## config.mk

```make
export PLATFORM = sky130hd
export DESIGN_NAME = weighted_node_picker_with_backoff
export DESIGN_NICKNAME = d
export VERILOG_FILES = /design/src/hdl/wnp_pkg.sv /design/src/hdl/wnp_node_ram.sv /design/src/hdl/wnp_mod_unit.sv /design/src/hdl/weighted_node_picker_with_backoff.sv
export SDC_FILE = /design/constraint.sdc
export NUM_CORES = 2
export LEC_CHECK = 0
export BUFFER_PORTS_ARGS = -buffer_cell sky130_fd_sc_hd__buf_2
export CAP_MARGIN = 0
export CORE_MARGIN = 2
export CORE_UTILIZATION = 45
export DETAILED_ROUTE_END_ITERATION = 7
export GPL_TIMING_DRIVEN = 1
export SYNTH_ARGS = -nofsm -noshare
export SYNTH_HDL_FRONTEND = slang
export SYNTH_SLANG_ARGS = --single-unit
```

## constraint.sdc

```tcl
create_clock -name clk -period 15.15 [get_ports clk]
set_input_delay 0.7575 -clock clk [delete_from_list [all_inputs] [get_ports clk]]
set_output_delay 0.7575 -clock clk [all_outputs]
set_load 0.1 [all_outputs]
```

## src/hdl/wnp_pkg.sv

```systemverilog
`default_nettype none
package wnp_pkg;

	localparam int NODES   = 16;
	localparam int NODE_AW = (NODES > 1) ? $clog2(NODES) : 1;
	localparam int CNT_W   = $clog2(NODES + 1);

	localparam logic [1:0] CMD_WRITE    = 2'd0;
	localparam logic [1:0] CMD_PICK     = 2'd1;
	localparam logic [1:0] CMD_FEEDBACK = 2'd2;

	localparam logic [1:0] CONG_BUSY     = 2'd1;
	localparam logic [1:0] CONG_OVERLOAD = 2'd2;

	localparam logic [1:0] ST_OK   = 2'd0;
	localparam logic [1:0] ST_NONE = 2'd1;
	localparam logic [1:0] ST_CFG  = 2'd2;

	localparam logic REG_BASE = 1'b0;
	localparam logic REG_MAX  = 1'b1;

	localparam logic [31:0] BASE_RESET = 32'd1;
	localparam logic [31:0] MAX_RESET  = 32'd3600;
	localparam logic [7:0]  FAIL_SAT   = 8'd255;
	localparam logic [7:0]  SHIFT_CAP  = 8'd30;

	typedef struct packed {
		logic [1:0]  command;
		logic [3:0]  node_index;
		logic        enabled;
		logic [15:0] weight;
		logic [1:0]  congestion;
		logic [63:0] now;
		logic [63:0] nonce;
		logic        success;
	} req_t;

	typedef struct packed {
		logic [1:0]  status;
		logic [3:0]  pick_slot;
		logic [63:0] retry_at;
		logic [7:0]  fail_total;
	} res_t;

	typedef struct packed {
		logic        enabled;
		logic [15:0] weight;
		logic [1:0]  congestion;
		logic [63:0] retry;
		logic [7:0]  fails;
	} entry_t;

	// effective weight, zero when the node does not take part
	function automatic logic [15:0] eff_weight(input entry_t e, input logic allow_ovl);
		logic [15:0] w;
		w = e.weight;
		if (!e.enabled || w == 16'd0) begin
			w = 16'd0;
		end else if (e.congestion == CONG_OVERLOAD) begin
			w = allow_ovl ? ({3'd0, w[15:3]} + {15'd0, |w[2:0]}) : 16'd0;
		end else if (e.congestion == CONG_BUSY) begin
			w = {1'b0, w[15:1]} + {15'd0, w[0]};
		end
		return w;
	endfunction

endpackage
`default_nettype wire

```

## src/hdl/wnp_node_ram.sv

```systemverilog
`default_nettype none
module wnp_node_ram import wnp_pkg::*; (
	input  wire logic               clk,
	input  wire logic               arst_n,
	input  wire logic               rd_en,
	input  wire logic [NODE_AW-1:0] rd_addr,
	output entry_t                  rd_data,
	input  wire logic               wr_en,
	input  wire logic [NODE_AW-1:0] wr_addr,
	input  entry_t                  wr_data
);

	entry_t             mem [NODES];
	logic [NODES-1:0]   valid_q;
	entry_t             data_q;
	logic               hit_q;

	always_ff @(posedge clk) begin
		if (wr_en) begin
			mem[wr_addr] <= wr_data;
		end
		if (rd_en) begin
			data_q <= mem[rd_addr];
		end
	end

	always_ff @(posedge clk or negedge arst_n) begin
		if (!arst_n) begin
			valid_q <= '0;
			hit_q   <= 1'b0;
		end else begin
			if (wr_en) begin
				valid_q[wr_addr] <= 1'b1;
			end
			if (rd_en) begin
				hit_q <= valid_q[rd_addr];
			end
		end
	end

	// unwritten slots read as zero
	assign rd_data = hit_q ? data_q : '0;

endmodule
`default_nettype wire

```

## src/hdl/wnp_mod_unit.sv

```systemverilog
`default_nettype none
module wnp_mod_unit import wnp_pkg::*; (
	input  wire logic        clk,
	input  wire logic        arst_n,
	input  wire logic        start,
	input  wire logic [63:0] dividend,
	input  wire logic [63:0] divisor,
	output logic             done,
	output logic [63:0]      remainder
);

	logic [63:0] rem_q;
	logic [63:0] dvd_q;
	logic [63:0] dvs_q;
	logic [6:0]  cnt_q;
	logic        busy_q;
	logic [64:0] trial;
	logic [64:0] diff;

	assign trial = {rem_q, dvd_q[63]};
	assign diff  = trial - {1'b0, dvs_q};

	always_ff @(posedge clk) begin
		if (start) begin
			rem_q <= '0;
			dvd_q <= dividend;
			dvs_q <= divisor;
		end else if (busy_q) begin
			rem_q <= diff[64] ? trial[63:0] : diff[63:0];
			dvd_q <= {dvd_q[62:0], 1'b0};
		end
	end

	always_ff @(posedge clk or negedge arst_n) begin
		if (!arst_n) begin
			busy_q <= 1'b0;
			cnt_q  <= '0;
			done   <= 1'b0;
		end else begin
			done <= 1'b0;
			if (start) begin
				busy_q <= 1'b1;
				cnt_q  <= '0;
			end else if (busy_q) begin
				cnt_q <= cnt_q + 7'd1;
				if (cnt_q == 7'd63) begin
					busy_q <= 1'b0;
					done   <= 1'b1;
				end
			end
		end
	end

	assign remainder = rem_q;

endmodule
`default_nettype wire

```

## src/hdl/weighted_node_picker_with_backoff.sv

```systemverilog
`default_nettype none
// weighted node picker with failure backoff. one request is taken at a time and
// yields one result. a pick walks the 16 slot table up to three times through
// the single read port of the slot memory (one slot a cycle) and runs a bit serial
// 64 bit modulo between the second and third walk; a zero weight sum ends it after
// the second walk. after reset the slot memory reads as all zero at once, so no
// clearing pass is needed. the result sits in an output register until taken;
// configuration is always accepted.
module weighted_node_picker_with_backoff import wnp_pkg::*; (
	input  wire logic        clk,
	input  wire logic        arst_n,
	input  wire logic        req_valid,
	output logic             req_ready,
	input  req_t             req,
	output logic             res_valid,
	input  wire logic        res_ready,
	output res_t             res,
	input  wire logic        cfg_valid,
	output logic             cfg_ready,
	input  wire logic        cfg_index,
	input  wire logic [31:0] cfg_data
);

	typedef enum logic [2:0] {
		S_IDLE, S_FB_READ, S_FB_WRITE, S_SCAN, S_DIV, S_FINISH
	} state_t;

	state_t              state_q;
	req_t                req_q;
	res_t                res_q;
	logic [31:0]         base_q;
	logic [31:0]         max_q;

	// table walk
	logic [1:0]          pass_q;       // 0 eligibility, 1 sum, 2 select
	logic [CNT_W-1:0]    cnt_q;
	logic                vld_s1;
	logic [NODE_AW-1:0]  idx_s1;
	logic                has_normal_q;
	logic [63:0]         total_q;
	logic [63:0]         ticket_q;

	// feedback
	entry_t              ent_q;
	logic [63:0]         backoff_q;

	// memory ports
	logic                rd_en;
	logic [NODE_AW-1:0]  rd_addr;
	entry_t              rd_data;
	logic                wr_en;
	logic [NODE_AW-1:0]  wr_addr;
	entry_t              wr_data;

	logic                div_start;
	logic                div_done;
	logic [63:0]         div_rem;

	logic                accept;
	logic                in_range;
	logic                cfg_bad;
	logic                node_ready;
	logic [15:0]         w_eff;
	logic [64:0]         sum_wide;
	logic [63:0]         sum_sat;
	logic                last_slot;
	logic                issue;
	logic [7:0]          fail_nx;
	logic [7:0]          shift;
	logic [62:0]         shifted;
	logic [64:0]         retry_wide;
	logic [63:0]         retry_sat;

	assign req_ready = (state_q == S_IDLE);
	assign cfg_ready = 1'b1;
	assign accept    = req_valid && req_ready;
	assign in_range  = (32'(req.node_index) < NODES);
	assign cfg_bad   = (base_q == 32'd0) || (max_q < base_q);

	// slot read back from the memory during a walk
	assign node_ready = (rd_data.retry <= req_q.now);
	assign w_eff      = node_ready ? eff_weight(rd_data, !has_normal_q) : 16'd0;
	assign sum_wide   = {1'b0, total_q} + {49'd0, w_eff};
	assign sum_sat    = sum_wide[64] ? '1 : sum_wide[63:0];
	assign last_slot  = (idx_s1 == NODE_AW'(NODES - 1));
	assign issue      = (state_q == S_SCAN) && (32'(cnt_q) < NODES);

	// backoff after one more failure
	assign fail_nx = (rd_data.fails == FAIL_SAT) ? FAIL_SAT : rd_data.fails + 8'd1;
	assign shift   = ((fail_nx - 8'd1) > SHIFT_CAP) ? SHIFT_CAP : fail_nx - 8'd1;
	assign shifted = {31'd0, base_q} << shift[4:0];

	assign retry_wide = {1'b0, req_q.now} + {1'b0, backoff_q};
	assign retry_sat  = retry_wide[64] ? '1 : retry_wide[63:0];

	// memory port muxing
	always_comb begin
		rd_en   = 1'b0;
		rd_addr = cnt_q[NODE_AW-1:0];
		wr_en   = 1'b0;
		wr_addr = NODE_AW'(req_q.node_index);
		wr_data = ent_q;
		if (accept && req.command == CMD_FEEDBACK && in_range) begin
			rd_en   = 1'b1;
			rd_addr = NODE_AW'(req.node_index);
		end else if (issue) begin
			rd_en = 1'b1;
		end
		if (accept && req.command == CMD_WRITE && in_range) begin
			wr_en   = 1'b1;
			wr_addr = NODE_AW'(req.node_index);
			wr_data = '{enabled: req.enabled, weight: req.weight,
				congestion: req.congestion, retry: req.now, fails: 8'd0};
		end else if (state_q == S_FB_READ && !cfg_bad && req_q.success) begin
			wr_en   = 1'b1;
			wr_data = rd_data;
			wr_data.fails = 8'd0;
			wr_data.retry = req_q.now;
		end else if (state_q == S_FB_WRITE) begin
			wr_en = 1'b1;
			wr_data.retry = retry_sat;
		end
	end

	assign div_start = (state_q == S_SCAN) && vld_s1 && pass_q == 2'd1 && last_slot
		&& sum_sat != 64'd0;

	always_ff @(posedge clk) begin
		if (accept) begin
			req_q <= req;
		end
		if (state_q == S_FB_READ) begin
			ent_q     <= '{enabled: rd_data.enabled, weight: rd_data.weight,
				congestion: rd_data.congestion, retry: rd_data.retry, fails: fail_nx};
			backoff_q <= ({1'b0, shifted} > {32'd0, max_q}) ? {32'd0, max_q}
				: {1'b0, shifted};
		end
	end

	always_ff @(posedge clk or negedge arst_n) begin
		if (!arst_n) begin
			state_q      <= S_IDLE;
			base_q       <= BASE_RESET;
			max_q        <= MAX_RESET;
			res_valid    <= 1'b0;
			res          <= '0;
			res_q        <= '0;
			pass_q       <= '0;
			cnt_q        <= '0;
			vld_s1       <= 1'b0;
			idx_s1       <= '0;
			has_normal_q <= 1'b0;
			total_q      <= '0;
			ticket_q     <= '0;
		end else begin
			if (cfg_valid) begin
				if (cfg_index == REG_BASE) begin
					base_q <= cfg_data;
				end else begin
					max_q <= cfg_data;
				end
			end
			// a result taken while the next one is handed over is reloaded below
			if (res_valid && res_ready && state_q != S_FINISH) begin
				res_valid <= 1'b0;
			end

			// read pipeline of the walk
			vld_s1 <= issue;
			if (issue) begin
				idx_s1 <= cnt_q[NODE_AW-1:0];
				cnt_q  <= cnt_q + CNT_W'(1);
			end

			unique case (state_q)
				S_IDLE: begin
					if (accept) begin
						if (req.command == CMD_PICK) begin
							res_q        <= '0;
							pass_q       <= 2'd0;
							cnt_q        <= '0;
							has_normal_q <= 1'b0;
							total_q      <= '0;
							state_q      <= S_SCAN;
						end else if (req.command == CMD_FEEDBACK && in_range) begin
							res_q   <= '0;
							state_q <= S_FB_READ;
						end else begin
							// write result, or an empty OK result for an unused code or slot
							res_q <= '{status: ST_OK, pick_slot: 4'd0,
								retry_at: (req.command == CMD_WRITE && in_range)
									? req.now : 64'd0,
								fail_total: 8'd0};
							state_q <= S_FINISH;
						end
					end
				end
				S_FB_READ: begin
					if (cfg_bad) begin
						res_q.status     <= ST_CFG;
						res_q.retry_at   <= rd_data.retry;
						res_q.fail_total <= rd_data.fails;
						state_q          <= S_FINISH;
					end else if (req_q.success) begin
						res_q.retry_at <= req_q.now;
						state_q        <= S_FINISH;
					end else begin
						state_q <= S_FB_WRITE;
					end
				end
				S_FB_WRITE: begin
					res_q.retry_at   <= retry_sat;
					res_q.fail_total <= ent_q.fails;
					state_q          <= S_FINISH;
				end
				S_SCAN: begin
					if (vld_s1) begin
						unique case (pass_q)
							2'd0: begin
								if (node_ready && eff_weight(rd_data, 1'b1) != 16'd0
									&& rd_data.congestion != CONG_OVERLOAD) begin
									has_normal_q <= 1'b1;
								end
								if (last_slot) begin
									pass_q <= 2'd1;
									cnt_q  <= '0;
								end
							end
							2'd1: begin
								total_q <= sum_sat;
								if (last_slot) begin
									if (sum_sat == 64'd0) begin
										res_q.status <= ST_NONE;
										state_q      <= S_FINISH;
									end else begin
										state_q <= S_DIV;
									end
								end
							end
							default: begin
								if (w_eff != 16'd0 && ticket_q < {48'd0, w_eff}) begin
									res_q.pick_slot <= 4'(idx_s1);
									state_q         <= S_FINISH;
								end else begin
									if (w_eff != 16'd0) begin
										ticket_q <= ticket_q - {48'd0, w_eff};
									end
									if (last_slot) begin
										res_q.status <= ST_NONE;
										state_q      <= S_FINISH;
									end
								end
							end
						endcase
					end
				end
				S_DIV: begin
					if (div_done) begin
						ticket_q <= div_rem;
						pass_q   <= 2'd2;
						cnt_q    <= '0;
						state_q  <= S_SCAN;
					end
				end
				S_FINISH: begin
					// hand over once the output register is free
					if (!res_valid || res_ready) begin
						res       <= res_q;
						res_valid <= 1'b1;
						state_q   <= S_IDLE;
					end
				end
				default: begin
					state_q <= S_IDLE;
				end
			endcase
		end
	end

	wnp_node_ram u_ram (
		.clk     (clk),
		.arst_n  (arst_n),
		.rd_en   (rd_en),
		.rd_addr (rd_addr),
		.rd_data (rd_data),
		.wr_en   (wr_en),
		.wr_addr (wr_addr),
		.wr_data (wr_data)
	);

	wnp_mod_unit u_mod (
		.clk       (clk),
		.arst_n    (arst_n),
		.start     (div_start),
		.dividend  (req_q.nonce),
		.divisor   (sum_sat),
		.done      (div_done),
		.remainder (div_rem)
	);

endmodule
`default_nettype wire
```

Word level (Yosys, flattened, before mapping):

Memories as Yosys holds them, arrays and structs flattened. A register that Yosys moved wholly into a read port is not among the register bits.
Index checks and enable logic that the tools add are counted.

* flip-flop bits (word level): 871
* input bits: 192
* bits in writable memories: 1456
* logic and storage cells: 259
* output and inout bits: 81
* memories: 1

Memory list
* u_ram.mem: words 16, width 91, read ports 1, clocked after memory_dff 1, wr ports 1, RTL line wnp_node_ram.sv:13 `entry_t mem [NODES];`

* $lt $le $gt $ge: 9
* eq/ne operators: 35
* shift operators: 1
* muxes and demuxes: 112
* reduce and logical (&&, ||, !) cells: 51
* bitwise operators: 2
* add/sub/neg operators: 10

Operator list (count)
* 2-to-1 mux 64 bit: 19
* case mux 64 bit (2 select lines): 2
* case mux 72 bit (3 select lines): 1
* 2-to-1 mux 91 bit: 2
* 2-to-1 mux 16 bit: 10
* 2-to-1 mux 72 bit: 2
* 2-to-1 mux 78 bit: 1
* adder 64 x 16 -> 65 bit: 1
* adder 64 x 64 -> 65 bit: 1
* subtractor 65 x 64 -> 65 bit: 1
* less-or-equal comparator 64 bit: 1
* zero test 64 bit: 1
* < comparator 64 x 16 -> 1 bit: 1
* nonzero test 64 bit: 1
* subtractor 64 x 16 -> 64 bit: 1
* > comparator 63 x 32 -> 1 bit: 1
* left shift 32 x 5 -> 63 bit: 1
* 2-to-1 mux 5 bit: 8
* 2-to-1 mux 3 bit: 11
* zero test 32 bit: 1
* < comparator 32 bit: 1
* 2-to-1 mux 32 bit: 1
* nonzero test 16 bit: 2
* 2-to-1 mux 1 bit: 24
* 55 further kinds: 125

Logic depth before layout (Yosys ltp):

* depth in word-level cells: 15
* mapped depth: 48
* mapped depth without buffers: 33

Cells and area by module:

From an unflattened synthesis, not the netlist that was laid out.

* cell total of the unflattened synthesis: 7971
* area total of the unflattened synthesis: 112606.7 µm²

By module, submodules not included
* wnp_node_ram: cells each 2270, area each 58641.2 µm², seq. area each 46880.0 µm², times used 1
* weighted_node_picker_with_backoff: cells each 4571, area each 42241.8 µm², seq. area each 17758.3 µm², times used 1
* wnp_mod_unit: cells each 1130, area each 11723.7 µm², seq. area each 5350.1 µm², times used 1

Worst setup path before layout:

OpenSTA, ideal clock, no wires.

* path kind: register -> register
* start: register state_q[0]
* end: register u_ram.valid_q[0]
* slack: 4158 ps
* stages on the path, launching flop included: 10
* data required time: 15061 ps
* arrival time: 10904 ps
* path buffers: 1
* setup time: 89 ps
* clock period less this slack: 10992 ps
* cell sequence: dfrtp_1 nor3_1 nand2_1 inv_1 nand2_1 clkbuf_1 nor3_1 a21oi_1 nor2_1 or2_2

* cells in the longest elaborated chain, start to end: 9
* elaborated cells on any way between the ends: 17
* classes of those cells: order compare (2); eq/ne (2); mux (6); bitwise (1); reduce/logical (6)

RTL lines
* start, declared: RTL line weighted_node_picker_with_backoff.sv:28 `state_t state_q;`
* start signal, assigned: RTL line weighted_node_picker_with_backoff.sv:142 `state_q <= S_IDLE;`
* start signal, assigned: RTL line weighted_node_picker_with_backoff.sv:184 `state_q <= S_SCAN;`
* start signal, assigned: RTL line weighted_node_picker_with_backoff.sv:187 `state_q <= S_FB_READ;`
* zero test 3 bit *: RTL line weighted_node_picker_with_backoff.sv:74 `assign req_ready = (state_q == S_IDLE);`
* via req_ready: RTL line weighted_node_picker_with_backoff.sv:13 `output logic req_ready,`
* logical AND 1 bit *: RTL line weighted_node_picker_with_backoff.sv:76 `assign accept = req_valid && req_ready;`
* via accept: RTL line weighted_node_picker_with_backoff.sv:59 `logic accept;`
* logical AND 1 bit *: RTL line weighted_node_picker_with_backoff.sv:109 `if (accept && req.command == CMD_WRITE && in_range) begin`
* 2-to-1 mux 4 bit: RTL line weighted_node_picker_with_backoff.sv:109
* < comparator 4 x 5 -> 1 bit (not written as such) or greater-or-equal comparator 4 x 1 -> 1 bit (tied branches): RTL line wnp_node_ram.sv:33 `valid_q[wr_addr] <= 1'b1;`
* logical AND 1 bit (not written as such): RTL line wnp_node_ram.sv:33
* 2-to-1 mux 1 bit (not written as such): RTL line wnp_node_ram.sv:33
* demux 1 bit (select 4 bit)
* bitwise OR 16 bit (no source line)
* end signal, assigned: RTL line wnp_node_ram.sv:29 `valid_q <= '0;`
* end signal, assigned by index: RTL line wnp_node_ram.sv:33
* end, declared: RTL line wnp_node_ram.sv:14 `logic [NODES-1:0] valid_q;`

Mark *: on every way through the listed nets, which the timed path passes. The rest lies on a longest branch.
A chain may end at the register's enable or synchronous reset.

==> results.md <==
Outcome:
- The flow ran to the end, and the final reports show no timing, DRC or antenna violations.

Logic synthesis:
- The sequential-to-total area share from yosys stat is 0.6195.
- After synthesis the cells add up to 113000 sq um.
- For this run, asynchronously set or reset flops after synthesis account for 0.1618.
- Yosys printed 0 warnings.
- Averaged over all synthesized cells, the footprint is between 10 and 15 sq um.
- The most instantiated flip-flop cell in the synthesis netlist is sky130_fd_sc_hd__edfxtp_1.
- The number of synthesized register bits is about 2400.
- The synthesized netlist contains between 100 and 150 unique library cells.
- Synthesis produced ~8500 cells.
- The number of synthesized flops with an enable pin is slightly below 2000.

Clocking:
- The clock tree from TritonCTS is done.
- The H-tree was split into 5 levels.
- The cell at the root of the clock tree is sky130_fd_sc_hd__clkbuf_16.
- The post-cts resize count is 0.
- The TritonCTS buffer count is 284.
- The tree built by TritonCTS fans out to between 2000 and 2500 sinks.
- At the later pin of the worst-skew pair, clock insertion delay measures about 0.96 ns.
- The worst-case clock buffer depth is 4.
- The register clock-pin slew on the reported worst setup and hold paths is ~0.06 ns.

STA:
- The count of final setup violators is 0.
- The transition at the pin with the smallest max-transition slack is around 1.4 ns.
- The minimum period implied by the final worst setup slack is between 10 and 15 ns.
- The total negative slack is 0 ns.
- The worst pin sits at a relative slew slack of 0.08734.
- The final hold slack is between 0.06 and 0.07 ns.
- The hold violation count in the final report is 0.
- Static timing analysis puts the maximum clock frequency at just over 0.09 GHz.
- Setup repair after global routing left no endpoint under its margin.
- Across the routed clock network, the largest skew measured is between 0.07 and 0.08 ns.
- The share of the clock period used by the worst path is 0.7073.
- The final max-slew violation count is 0.

Finish:
- The fraction of layout instances using a drive strength above 1 is 0.1751.
- The most common library cell in the layout ignoring fill and taps is sky130_fd_sc_hd__edfxtp_1.
- The number of nets in the finished design is roughly 9400.
- Compared with the post-synthesis result, the final layout area differs by 13.84%.
- The library cells used most frequently in the layout, excluding fill and tap cells, are 1962 x sky130_fd_sc_hd__edfxtp_1, 779 x sky130_fd_sc_hd__nand2_1, 563 x sky130_fd_sc_hd__a21oi_1.

Routing:
- The detailed-route wire length is around 340000 um.
- The count of nets left with antenna violations once routing finished came out at 0.
- The vias per cell is approximately 6.1.
- The initial DRC count is roughly 8400.
- The DRC violation count after routing is 0.
- In the final routed layout, each cell accounts on average for about 27 um.
- The total vias in the final route is 75470.
- Before antenna repair, the detailed router went through 8 iterations.

Critical path:
- On the worst path, the slowest cell contributes a delay of 1.10 ns.
- The standard cell with the maximum stage delay on the critical path is sky130_fd_sc_hd__dfrtp_4.
- The critical path in this run is classified as reg2reg.
- The maximum fanout along the worst path is ~100.
- The cell that appears most often on the critical path is sky130_fd_sc_hd__a21o_1.
- The required time at the endpoint of the critical path is roughly 16 ns.
- STA classifies the critical path startpoint as a register.
- For the worst setup path, the data arrival time is between 10 and 15 ns.
- The kind of end point of the critical path is a register.

Floorplan:
- The initial utilization of the core area, before any placement, comes to 0.4535.
- In this run the core area contains ~180 standard-cell rows.
- The die is about 500 um wide.
- The full die area is around 260000 sq um.
- The height of the chip is slightly above 500 um.
- In this run the standard cell core region covers roughly 250000 sq um.
- Pin placement for this block handled about 270 I/O pins.

GRT:
- For this run the aggregate overflow at the end of global routing stands at 0.
- For this run, the total global-route usage over all layers was measured as 0.2584.
- The first global-routing pass estimated approximately 500000 um of wire.
- The largest net degree at the start of global routing is approximately 160.
- The initial antenna violation count is 43.
- The via count of the first global-routing pass is about 74000.

Power:
- The highest ir drop seen on vdd is between 0.0002 and 0.00025 V.
- The power density over cell area is 184.0 nW/um^2.
- The static leakage power is between 0.04 and 0.05 uW.

Hold path:
- The min-delay analysis places its worst path in the category in2reg.

Run:
- Max-cap violations in this run came to 0.

Placement:
- The routability congestion estimate from global placement is 0.9195.
- Buffers placed on the I/O ports in this run total ~270.
- The half-perimeter wire length after placement is about 210000 um.
==> state kept, by name, summed over array words and instances (netlist names), 32 cells and up <==
register	count
max_q	32
res	78
ticket_q	64
u_mod.dvs_q	64
u_ram.mem	1456
res_q	78
u_mod.remainder	64
req_q	133
base_q	32
ent_q	91
u_mod.dvd_q	64
u_ram.data_q	91
backoff_q	63
total_q	64
==> repair_timing <==
| action | CTS | global route |
|---|---|---|
| endpoints found under the setup margin | 0 | 0 |
| setup buffers | 0 | 0 |
| hold buffers | 108 | 0 |
| hold endpoints to repair | 194 | 0 |
==> final cells by class <==
cell class | instances | area (sq um)
fillers | 21170 | 120500
clock buffers | 373 | 7824
diodes | 20 | 50.05
inverters | 317 | 1195
clock inverters | 124 | 1175
multi-input cells | 5318 | 40230
flip-flops and latches | 2417 | 70000
well taps | 3330 | 4167
repair buffers | 564 | 3965
==> path summary, 6_finish.rpt <==
kind,start,end,slack [ns],depth (start not counted)
max,u_ram.hit_q,u_mod.dvd_q[27],4.43,31
min in group asynchronous,arst_n,ticket_q[21],0.46,2
min,req[65],req_q[65],0.06,1
min reg2reg,u_ram.valid_q[9],u_ram.valid_q[9],0.46,1
max in group asynchronous,arst_n,res[64],12.35,4
max reg2reg,u_ram.hit_q,u_mod.dvd_q[27],4.43,31
==> cells in the mapped netlist, drive strengths merged, types with 28 or more instances <==
cell	count	area share
a22o	66	0.0051
or3	28	0.0016
o21ai	478	0.021
xor2	68	0.0053
a31oi	148	0.0082
and2	185	0.010
edfxtp	1962	0.52
a311oi	42	0.0033
nand3	130	0.0058
a21oi	567	0.025
ha	298	0.033
o21a	36	0.0024
inv	317	0.011
buf	146	0.0067
nor3	109	0.0050
dfrtp	386	0.086
xnor2	127	0.0098
clkbuf	341	0.011
nand2	783	0.026
dfxtp	64	0.011
nor2	526	0.018
nand2b	37	0.0021
nor2b	30	0.0017
mux2	226	0.023
a21o	160	0.011
a221oi	71	0.0056
and3	60	0.0033
or2	53	0.0029
o211ai	32	0.0022
o22ai	33	0.0018
nand4	81	0.0045
nor4	45	0.0029
mux4	368	0.073
a211oi	174	0.012
==> cells by family (layout without fill, tap and decap cells) <==
family / Yosys count / in the layout / share of synthesized area
other cells: 2 / 52 / 0.00006648
mux: 620 / 620 / 0.09923
simple gates: 2126 / 2126 / 0.08808
buf+inv: 804 / 1378 / 0.02852
fa+ha+maj: 303 / 303 / 0.03380
compound gates: 2042 / 2042 / 0.1156
flops: 2417 / 2417 / 0.6195
xor+xnor: 195 / 195 / 0.01512
==> metal layers <==
metal,vias to the layer above,global-route usage,part of all wire
met4,14,0.08945,0.034
met5,-,0,0.00027
met2,3150,0.4103,0.47
met3,572,0.04469,0.076
li1,33370,-,-
met1,38370,0.3597,0.42
==> worst max-delay path, delay by kind of cell, from the launching register on <==
kind                     cells  cell delay, ns
AO/OA/AOI/OAI               15            4.18
AND/OR/NAND/NOR              9            3.00
buffers and inverters        5            1.31
flip-flops                   1            1.10
adder cells (fa/ha/maj)      2            0.48
==> power breakdown <==
group          switching (uW)  internal (uW)  leakage [uW]
clock                    2700           3960       0.00440
sequential                537           8680        0.0230
combinational            5230           2570        0.0198
==> stage by stage <==
| step | cells | instance area (sq um) | setup slack (ns) | utilization | power (uW) |
|---|---|---|---|---|---|
| final | 12460 | 128600 | 4.435 | 0.5162 | 23670 |
| after global routing | 12460 | 128600 | 3.979 | 0.5162 | 24750 |
| after CTS | 12440 | 128500 | 4.487 | 0.5160 | 23750 |
| after detailed placement | 11840 | 118500 | 4.570 | 0.4755 | 17030 |
| after global placement | 11840 | 118500 | 4.711 | 0.4755 | 16930 |
| after floorplan | 8539 | 113100 | 4.158 | - | 14650 |
(Power assumes the default switching activity.)
